<file path="src/uepr_pkg.sv">
package uepr_pkg;

  // Capture framing.
  localparam int SAMPLES_PER_BLOCK = 32;
  localparam int SAMPLE_PERIOD_US  = 4;
  localparam int BLOCK_US          = SAMPLES_PER_BLOCK * SAMPLE_PERIOD_US;
  localparam int NEAR_LIMIT_US     = 1000;
  localparam int NEAR_BLOCKS       = NEAR_LIMIT_US / BLOCK_US;

  // Field widths.
  localparam int SAMPLE_W = 12;
  localparam int TIME_W   = 16;
  localparam int DIST_W   = 14;
  localparam int SEC_W    = 2;
  localparam int HITS_W   = 3;
  localparam int BC_W     = 16;
  localparam int IDX_W    = (SAMPLES_PER_BLOCK > 1) ? $clog2(SAMPLES_PER_BLOCK) : 1;
  localparam int CFG_IDX_W = 1;

  // Unsaturated sample time needs room for block_count * BLOCK_US plus the offset.
  localparam int TFULL_W  = BC_W + $clog2(BLOCK_US) + 1;

  localparam logic [HITS_W-1:0]   HIT_MAX    = '1;
  localparam logic [HITS_W-1:0]   HIT_LATCH  = HITS_W'(3);
  localparam logic [BC_W-1:0]     BC_MAX     = '1;
  localparam logic [TIME_W-1:0]   TIME_MAX   = '1;

  // Distance = (t - 200) * 34 / 200, done as a reciprocal multiply.
  localparam int TIME_OFFSET_US  = 200;
  localparam int MIN_DISTANCE_MM = 29;
  localparam int DIST_SHIFT      = 24;
  localparam int DIST_MUL_W      = 22;
  localparam int DIST_MUL        = (34 * (2 ** DIST_SHIFT) + 199) / 200;
  localparam int PROD_W          = TIME_W + DIST_MUL_W;

  // Reset values of the configuration registers.
  localparam logic [SAMPLE_W-1:0] NEAR_THR_RST = SAMPLE_W'(2000);
  localparam logic [SAMPLE_W-1:0] FAR_THR_RST  = SAMPLE_W'(1000);

  typedef enum logic [CFG_IDX_W-1:0] {
    CFG_NEAR_THR = 1'b0,
    CFG_FAR_THR  = 1'b1
  } cfg_reg_e;

  typedef enum logic [SEC_W-1:0] {
    SEC_NONE = 2'd0,
    SEC_NEAR = 2'd1,
    SEC_FAR  = 2'd2
  } section_e;

  // Capture state snapshot handed to the distance stage on a last sample.
  typedef struct packed {
    logic [TIME_W-1:0]   peak_time;
    section_e            section;
    logic [SAMPLE_W-1:0] peak_value;
  } snap_t;

endpackage

</file>
<file path="src/uepr_if.sv">
interface uepr_in_if;
  logic                            valid;
  logic                            ready;
  logic [uepr_pkg::SAMPLE_W-1:0]   sample;
  logic                            first;
  logic                            last;

  modport source (output valid, sample, first, last, input ready);
  modport sink   (input valid, sample, first, last, output ready);
endinterface

interface uepr_out_if;
  logic                            valid;
  logic                            ready;
  logic [uepr_pkg::DIST_W-1:0]     distance_mm;
  logic [uepr_pkg::SEC_W-1:0]      section;
  logic [uepr_pkg::SAMPLE_W-1:0]   peak_value;
  logic [uepr_pkg::TIME_W-1:0]     peak_time_us;

  modport source (output valid, distance_mm, section, peak_value, peak_time_us, input ready);
  modport sink   (input valid, distance_mm, section, peak_value, peak_time_us, output ready);
endinterface

interface uepr_cfg_if;
  logic                            valid;
  logic                            ready;
  logic [uepr_pkg::CFG_IDX_W-1:0]  index;
  logic [uepr_pkg::SAMPLE_W-1:0]   data;

  modport source (output valid, index, data, input ready);
  modport sink   (input valid, index, data, output ready);
endinterface

</file>
<file path="src/ultrasonic_echo_peak_ranger.sv">
// Output: a last sample's result is registered in the snapshot register, then with its distance in the output register.
// Throughput: one sample per cycle while in_i.ready is high; the capture state updates in the accept cycle and
// a two-register output pipeline (snapshot, then the distance multiply) decouples stalls.
// Reset: rst_ni is asynchronous and active low; it clears the capture state and the pipeline valid flags
// and sets the thresholds to 2000 (near) and 1000 (far). Config writes are always accepted and are registered.
module ultrasonic_echo_peak_ranger (
  input  logic        clk_i,
  input  logic        rst_ni,
  uepr_in_if.sink     in_i,
  uepr_cfg_if.sink    cfg_i,
  uepr_out_if.source  out_o
);

  logic [uepr_pkg::SAMPLE_W-1:0] near_thr_q, far_thr_q;

  logic [uepr_pkg::IDX_W-1:0]    idx_q, idx_d;
  logic [uepr_pkg::BC_W-1:0]     bc_q, bc_d;
  logic [uepr_pkg::HITS_W-1:0]   near_hits_q, near_hits_d;
  logic [uepr_pkg::HITS_W-1:0]   far_hits_q, far_hits_d;
  logic [uepr_pkg::SAMPLE_W-1:0] best_value_q, best_value_d;
  logic [uepr_pkg::TIME_W-1:0]   best_time_q, best_time_d;
  uepr_pkg::section_e            section_q, section_d;

  logic [uepr_pkg::IDX_W-1:0]    b_idx;
  logic [uepr_pkg::BC_W-1:0]     b_bc;
  logic [uepr_pkg::HITS_W-1:0]   b_near_hits, b_far_hits;
  logic [uepr_pkg::SAMPLE_W-1:0] b_best_value;
  logic [uepr_pkg::TIME_W-1:0]   b_best_time;
  uepr_pkg::section_e            b_section;

  logic                          in_acc;
  logic                          is_near;
  logic                          hit;
  logic                          block_end;
  logic [uepr_pkg::SAMPLE_W-1:0] thr;
  logic [uepr_pkg::TFULL_W-1:0]  t_full;
  logic [uepr_pkg::TIME_W-1:0]   t_sat;

  logic            push_ready;
  uepr_pkg::snap_t push_data;

  assign in_acc    = in_i.valid && push_ready;
  assign in_i.ready = push_ready;
  assign cfg_i.ready = 1'b1;

  always_ff @(posedge clk_i or negedge rst_ni) begin
    if (!rst_ni) begin
      near_thr_q <= uepr_pkg::NEAR_THR_RST;
      far_thr_q  <= uepr_pkg::FAR_THR_RST;
    end else if (cfg_i.valid) begin
      unique case (uepr_pkg::cfg_reg_e'(cfg_i.index))
        uepr_pkg::CFG_NEAR_THR: near_thr_q <= cfg_i.data;
        uepr_pkg::CFG_FAR_THR:  far_thr_q  <= cfg_i.data;
        default: ;
      endcase
    end
  end

  // A first sample starts from a cleared capture before it is evaluated.
  always_comb begin
    if (in_i.first) begin
      b_idx        = '0;
      b_bc         = '0;
      b_near_hits  = '0;
      b_far_hits   = '0;
      b_best_value = '0;
      b_best_time  = '0;
      b_section    = uepr_pkg::SEC_NONE;
    end else begin
      b_idx        = idx_q;
      b_bc         = bc_q;
      b_near_hits  = near_hits_q;
      b_far_hits   = far_hits_q;
      b_best_value = best_value_q;
      b_best_time  = best_time_q;
      b_section    = section_q;
    end
  end

  always_comb begin
    is_near   = b_bc < uepr_pkg::BC_W'(uepr_pkg::NEAR_BLOCKS);
    thr       = is_near ? near_thr_q : far_thr_q;
    hit       = in_i.sample > thr;
    block_end = b_idx == uepr_pkg::IDX_W'(uepr_pkg::SAMPLES_PER_BLOCK - 1);
    t_full    = uepr_pkg::TFULL_W'(b_bc) * uepr_pkg::TFULL_W'(uepr_pkg::BLOCK_US)
              + uepr_pkg::TFULL_W'(b_idx) * uepr_pkg::TFULL_W'(uepr_pkg::SAMPLE_PERIOD_US);
    t_sat     = (t_full > uepr_pkg::TFULL_W'(uepr_pkg::TIME_MAX)) ? uepr_pkg::TIME_MAX
                                                                  : t_full[uepr_pkg::TIME_W-1:0];

    idx_d        = b_idx;
    bc_d         = b_bc;
    near_hits_d  = b_near_hits;
    far_hits_d   = b_far_hits;
    best_value_d = b_best_value;
    best_time_d  = b_best_time;
    section_d    = b_section;

    // Once the near section has latched, samples leave the capture untouched.
    if (b_section != uepr_pkg::SEC_NEAR) begin
      if (hit) begin
        if (is_near) begin
          if (b_near_hits != uepr_pkg::HIT_MAX) near_hits_d = b_near_hits + 1'b1;
        end else begin
          if (b_far_hits != uepr_pkg::HIT_MAX) far_hits_d = b_far_hits + 1'b1;
        end
        if (in_i.sample > b_best_value) begin
          best_value_d = in_i.sample;
          best_time_d  = t_sat;
        end
      end
      if (block_end) begin
        idx_d = '0;
        if (near_hits_d > uepr_pkg::HIT_LATCH) begin
          section_d = uepr_pkg::SEC_NEAR;
        end else if (far_hits_d > uepr_pkg::HIT_LATCH) begin
          section_d = uepr_pkg::SEC_FAR;
        end
        if (b_bc != uepr_pkg::BC_MAX) bc_d = b_bc + 1'b1;
      end else begin
        idx_d = b_idx + 1'b1;
      end
    end
  end

  always_ff @(posedge clk_i or negedge rst_ni) begin
    if (!rst_ni) begin
      idx_q        <= '0;
      bc_q         <= '0;
      near_hits_q  <= '0;
      far_hits_q   <= '0;
      best_value_q <= '0;
      best_time_q  <= '0;
      section_q    <= uepr_pkg::SEC_NONE;
    end else if (in_acc) begin
      idx_q        <= idx_d;
      bc_q         <= bc_d;
      near_hits_q  <= near_hits_d;
      far_hits_q   <= far_hits_d;
      best_value_q <= best_value_d;
      best_time_q  <= best_time_d;
      section_q    <= section_d;
    end
  end

  assign push_data.peak_time  = best_time_d;
  assign push_data.section    = section_d;
  assign push_data.peak_value = best_value_d;

  uepr_dist u_dist (
    .clk_i        (clk_i),
    .rst_ni       (rst_ni),
    .push_valid_i (in_i.valid && in_i.last),
    .push_data_i  (push_data),
    .push_ready_o (push_ready),
    .out_o        (out_o)
  );

  // A nonzero distance is only reported with a latched section.
  a_dist_needs_section: assert property (@(posedge clk_i) disable iff (!rst_ni)
    (out_o.valid && (out_o.distance_mm != '0)) |-> (out_o.section != uepr_pkg::SEC_NONE))
    else $error("distance reported without a latched section");

  // With the near section latched, only a first sample may change the peak.
  a_near_freezes: assert property (@(posedge clk_i) disable iff (!rst_ni)
    ((section_q == uepr_pkg::SEC_NEAR) && !(in_acc && in_i.first))
      |=> ($stable(best_value_q) && $stable(best_time_q) && $stable(bc_q)))
    else $error("capture state changed after near latch");

  // The latched section only changes at a block end or on a first sample.
  a_section_change: assert property (@(posedge clk_i) disable iff (!rst_ni)
    (in_acc && !in_i.first && !block_end) |=> $stable(section_q))
    else $error("section changed in mid-block");

endmodule

</file>
<file path="src/uepr_dist.sv">
module uepr_dist (
  input  logic            clk_i,
  input  logic            rst_ni,
  input  logic            push_valid_i,
  input  uepr_pkg::snap_t push_data_i,
  output logic            push_ready_o,
  uepr_out_if.source      out_o
);

  logic            s1_valid_q, s1_valid_d;
  uepr_pkg::snap_t s1_q;
  logic            s2_valid_q, s2_valid_d;
  uepr_pkg::snap_t s2_q;
  logic [uepr_pkg::DIST_W-1:0] dist_q, dist_d;

  logic s2_ready;
  logic s1_move;
  logic push_acc;

  logic                          short_time;
  logic [uepr_pkg::TIME_W-1:0]   offs_time;
  logic [uepr_pkg::PROD_W-1:0]   prod;
  logic [uepr_pkg::DIST_W-1:0]   dist_raw;

  assign s2_ready     = !s2_valid_q || out_o.ready;
  assign s1_move      = s1_valid_q && s2_ready;
  assign push_ready_o = !s1_valid_q || s2_ready;
  assign push_acc     = push_valid_i && push_ready_o;

  assign s1_valid_d = push_acc || (s1_valid_q && !s2_ready);
  assign s2_valid_d = s1_move || (s2_valid_q && !out_o.ready);

  // The constant reciprocal is exact for every 16-bit time offset.
  always_comb begin
    short_time = s1_q.peak_time < uepr_pkg::TIME_W'(uepr_pkg::TIME_OFFSET_US);
    offs_time  = s1_q.peak_time - uepr_pkg::TIME_W'(uepr_pkg::TIME_OFFSET_US);
    prod       = uepr_pkg::PROD_W'(offs_time) * uepr_pkg::PROD_W'(uepr_pkg::DIST_MUL);
    dist_raw   = prod[uepr_pkg::DIST_SHIFT +: uepr_pkg::DIST_W];
    if (short_time || (s1_q.section == uepr_pkg::SEC_NONE) ||
        (dist_raw < uepr_pkg::DIST_W'(uepr_pkg::MIN_DISTANCE_MM))) begin
      dist_d = '0;
    end else begin
      dist_d = dist_raw;
    end
  end

  always_ff @(posedge clk_i or negedge rst_ni) begin
    if (!rst_ni) begin
      s1_valid_q <= 1'b0;
      s2_valid_q <= 1'b0;
    end else begin
      s1_valid_q <= s1_valid_d;
      s2_valid_q <= s2_valid_d;
    end
  end

  always_ff @(posedge clk_i) begin
    if (push_acc) begin
      s1_q <= push_data_i;
    end
    if (s1_move) begin
      s2_q   <= s1_q;
      dist_q <= dist_d;
    end
  end

  assign out_o.valid        = s2_valid_q;
  assign out_o.distance_mm  = dist_q;
  assign out_o.section      = s2_q.section;
  assign out_o.peak_value   = s2_q.peak_value;
  assign out_o.peak_time_us = s2_q.peak_time;

endmodule

</file>
<file path="src/flat_wrapper.sv">
// flat-port wrapper written by rule: the top's interface ports become plain ports
module ultrasonic_echo_peak_ranger_flat 
  (clk_i, rst_ni, in_i_valid, in_i_sample, in_i_first, in_i_last, in_i_ready, cfg_i_valid, cfg_i_index, cfg_i_data, cfg_i_ready, out_o_valid, out_o_distance_mm, out_o_section, out_o_peak_value, out_o_peak_time_us, out_o_ready);
  uepr_in_if in_i_i ();
  uepr_cfg_if cfg_i_i ();
  uepr_out_if out_o_i ();
  input  logic clk_i;
  input  logic rst_ni;
  input wire logic [$bits(in_i_i.valid)-1:0] in_i_valid;
  input wire logic [$bits(in_i_i.sample)-1:0] in_i_sample;
  input wire logic [$bits(in_i_i.first)-1:0] in_i_first;
  input wire logic [$bits(in_i_i.last)-1:0] in_i_last;
  output wire logic [$bits(in_i_i.ready)-1:0] in_i_ready;
  input wire logic [$bits(cfg_i_i.valid)-1:0] cfg_i_valid;
  input wire logic [$bits(cfg_i_i.index)-1:0] cfg_i_index;
  input wire logic [$bits(cfg_i_i.data)-1:0] cfg_i_data;
  output wire logic [$bits(cfg_i_i.ready)-1:0] cfg_i_ready;
  output wire logic [$bits(out_o_i.valid)-1:0] out_o_valid;
  output wire logic [$bits(out_o_i.distance_mm)-1:0] out_o_distance_mm;
  output wire logic [$bits(out_o_i.section)-1:0] out_o_section;
  output wire logic [$bits(out_o_i.peak_value)-1:0] out_o_peak_value;
  output wire logic [$bits(out_o_i.peak_time_us)-1:0] out_o_peak_time_us;
  input wire logic [$bits(out_o_i.ready)-1:0] out_o_ready;
  assign in_i_i.valid = in_i_valid;
  assign in_i_i.sample = in_i_sample;
  assign in_i_i.first = in_i_first;
  assign in_i_i.last = in_i_last;
  assign in_i_ready = in_i_i.ready;
  assign cfg_i_i.valid = cfg_i_valid;
  assign cfg_i_i.index = cfg_i_index;
  assign cfg_i_i.data = cfg_i_data;
  assign cfg_i_ready = cfg_i_i.ready;
  assign out_o_valid = out_o_i.valid;
  assign out_o_distance_mm = out_o_i.distance_mm;
  assign out_o_section = out_o_i.section;
  assign out_o_peak_value = out_o_i.peak_value;
  assign out_o_peak_time_us = out_o_i.peak_time_us;
  assign out_o_i.ready = out_o_ready;
  ultrasonic_echo_peak_ranger u_core (.clk_i(clk_i), .rst_ni(rst_ni), .in_i(in_i_i), .cfg_i(cfg_i_i), .out_o(out_o_i));
endmodule
</file>
<file path="config.mk">
export PLATFORM = sky130hd
export DESIGN_NAME = ultrasonic_echo_peak_ranger_flat
export DESIGN_NICKNAME = d
export VERILOG_FILES = /design/src/uepr_pkg.sv /design/src/uepr_if.sv /design/src/ultrasonic_echo_peak_ranger.sv /design/src/uepr_dist.sv /design/src/flat_wrapper.sv
export SDC_FILE = /design/constraint.sdc
export NUM_CORES = 1
export LEC_CHECK = 0
export BUFFER_PORTS_ARGS = -buffer_cell sky130_fd_sc_hd__buf_2
export CAP_MARGIN = 20
export CORE_ASPECT_RATIO = 1.75
export CORE_MARGIN = 3
export CORE_UTILIZATION = 40
export CTS_CLUSTER_SIZE = 8
export DETAILED_ROUTE_END_ITERATION = 6
export GPL_TIMING_DRIVEN = 1
export PLACE_DENSITY = 0.63
export SLEW_MARGIN = 25
export SYNTH_ARGS = -nofsm -noshare
export SYNTH_HDL_FRONTEND = slang
export SYNTH_HIERARCHICAL = 1
export SYNTH_SLANG_ARGS = --single-unit
</file>
<file path="constraint.sdc">
create_clock -name clk_i -period 23.7 [get_ports clk_i]
set_clock_uncertainty 0.15 [all_clocks]
set_input_delay 1.185 -clock clk_i [delete_from_list [all_inputs] [get_ports clk_i]]
set_output_delay 1.185 -clock clk_i [all_outputs]
set_load 0.02 [all_outputs]
</file>
==> metrics.txt <==
status=complete, no violations; hold_buf cts=0; DIE WIDTH=148.0 µm; share of the synthesized area in the top cell type=0.1658; CP most frequent cell=fa_1; crit start category=flop; DRT antenna net count=0; H-tree Lvls=4; Residual DRC=0; TritonCTS buffer count=17; Yosys top cell by area=ha_1; number of global-route vias before repair=~11,000; number of flops mapped to enable cells by yosys=74; FILL cells=between 3,000 and 4,000; Crit path required time=between 20,000 and 25,000 ps; post-synth cell types=just over 90; final instance area=between 15,000 and 20,000 µm²; core area=between 30,000 and 40,000 µm²; share of post-route cells with drive strength above 1=0.1298; Hold Path Class=reg -> reg; # port buffers=77; Seq cells post-synth=roughly 160; endpoints failing hold=0; Net count, final=1,760; via count=10,494; CP Max Fanout=7; Die Area=37,660 µm²; top cells by count, synth=inv_1, ha_1, nand2_1, fa_1, edfxtp_1; Slew @ Worst Pin=between 1000 and 1500 ps; initial antenna violation count=0; Total GRT Usage=0.2021; final max-slew violation count=0; Final GP Congestion=slightly above 0.9; grt ovf=0; maxcap violations=0; most frequent cell after synthesis=inv_1; synthesized cell area=about 14,000 µm²; routed len/inst=just under 20 µm; WS Path Type=reg -> reg; CTS tree=done; Slowest-stage cell, CP=nor4_1; Post-DP HPWL=slightly above 30 mm; Final period util=0.3687; RSZ-0062 raised after global routing=no; relative slew slack=0.2635; vias per cell=between 5 and 6; warnings from Yosys=6; ys async rst share=0.5287; setup_tns=0 ps; initial detailed-routing violation count=about 480; Root Buffer=clkbuf_16; pin count of the biggest net entering global routing=75; endpoints failing setup=0; Area Growth Syn to Fin=10.11%; # rows=90; final WL=37.49 mm; Critical Path Max Stage Delay=660 ps; first-pass GRT wire length=about 59 mm; clock sink total=approximately 160; syn avg cell area=between 10 and 15 µm²; synth top area cells=ha_1, edfxtp_1, fa_1; IO Count=79; post_cts resized=0; Clk pin slew, worst setup/hold paths=70 ps; Synth Flop Type=edfxtp_1; met3 usage=0.02222; Max Freq=114.4 MHz; min Tclk post-route=between 8000 and 9000 ps; met2 Usage GRT=0.4163; Synth Instances=about 1,400; Post-CTS Setup Inserts=0; worst-case clock buffer depth=2; later-pin clock latency in the skew report=around 440 ps; Worst EP arrival=approximately 8700 ps; GR Layer Usage met1=0.1889; Initial Util=0.4069; post-synth net total=1,701; sequential fraction of the synthesis area=0.3057; CP Capture Type=flop; busiest layer in global routing=met2; placed inst area=14,940 µm²; Die Y=254.5 µm; diode count=0; 1st-pass router iterations=5
[area by class of cell]
cell class,count,area (µm²),share of cell area
inverters,210,788.3,0.05073
flip-flops and latches,157,4314,0.2776
well taps,460,575.6,0.03704
repair buffers,86,459.2,0.02955
clock inverters,15,161.4,0.01039
clock buffers,17,425.4,0.02738
multi-input cells,963,8815,0.5673
[registers in the layout (all words and copies together) (netlist names)]
register,cells
u_core/far_thr_q,12
u_core/best_time_q,16
u_core/u_dist/s1_valid_q,1
u_core/u_dist/s1_q,30
u_core/near_hits_q,3
u_core/far_hits_q,3
u_core/u_dist/out_o.peak_time_us,16
u_core/best_value_q,12
u_core/bc_q,16
u_core/u_dist/out_o.valid,1
u_core/section_q,2
u_core/u_dist/out_o.section,2
u_core/idx_q,5
u_core/u_dist/out_o.distance_mm,14
u_core/u_dist/out_o.peak_value,12
u_core/near_thr_q,12
[metal layers]
layer / vias to the layer above / share of wire
met4: 0 / 0.056
li1: 4958 / -
met2: 226 / 0.59
met5: - / 0
met1: 5217 / 0.34
met3: 93 / 0.020
[final timing paths]
kind | from | endpoint | slack (ps) | depth (start not counted)
setup / recovery | u_core/u_dist/s1_q[17] | u_core/u_dist/out_o.distance_mm[1] | 14960 | 25
setup reg to reg | u_core/u_dist/s1_q[17] | u_core/u_dist/out_o.distance_mm[1] | 14960 | 25
hold reg to reg | u_core/u_dist/s1_q[2] | u_core/u_dist/out_o.peak_value[2] | 280 | 0
min in group asynchronous | rst_ni | u_core/best_time_q[8] | 420 | 1
max in group asynchronous | rst_ni | u_core/far_thr_q[11] | 22060 | 2
hold / removal | u_core/u_dist/s1_q[2] | u_core/u_dist/out_o.peak_value[2] | 280 | 0
[through the flow]
step	util	setup slack, ps	cells	hold WS [ps]
6_report	0.4480	14960	1908	278.4
5_1_grt	0.4480	14500	1908	280.3
4_1_cts	0.4478	14900	1908	275.0
3_5_place_dp	0.4309	14930	1876	254.5
3_3_place_gp	0.4308	15040	1876	255.4
2_1_floorplan	-	15790	1376	250.3
[critical path, delay by kind of cell (launching register included)]
kind | cells | cell delay (ps)
AO/OA/AOI/OAI | 6 | 1280
XOR/XNOR | 1 | 470
adder cells (fa/ha/maj) | 8 | 3650
buffers and inverters | 5 | 790
flip-flops | 1 | 500
AND/OR/NAND/NOR | 5 | 1620
[kinds of logic after synthesis]
family	count (synthesis)	share of synthesized area
other	1	0.0002657
DFF	157	0.3057
xor gates and xnor gates	33	0.02048
buffers and inverters	256	0.07119
AOI/OAI and AO/OA	252	0.1300
adders and majority gates	293	0.3162
muxes	39	0.02997
and+or+nand+nor	345	0.1263
[placed cells by master (no fill, tap or decap), types with 9 or more instances in the layout]
master	Yosys	final
inv_1	209	209
ha_1	187	187
nand2_1	115	114
fa_1	106	106
buf_2	13	76
edfxtp_1	74	74
dfrtp_1	71	71
a21oi_1	61	61
nand3_1	54	54
nor2_1	43	43
o21ai_0	35	35
mux2_2	26	26
xor2_1	21	21
nor2b_1	21	20
nand4_1	18	18
clkbuf_16	0	17
o211ai_1	16	16
and3_1	16	16
nor3_1	15	15
a21o_1	15	14
o2111ai_1	14	14
o311ai_0	14	14
mux2i_1	13	13
a221o_1	13	13
xnor2_1	12	12
dfstp_2	12	12
o21ai_1	11	11
a211oi_1	11	10
and2_1	11	10
buf_4	3	9
nor4_1	9	9
Power is not shown: default switching activity piles up to over one toggle a cycle in this logic, so the estimate is an artifact.
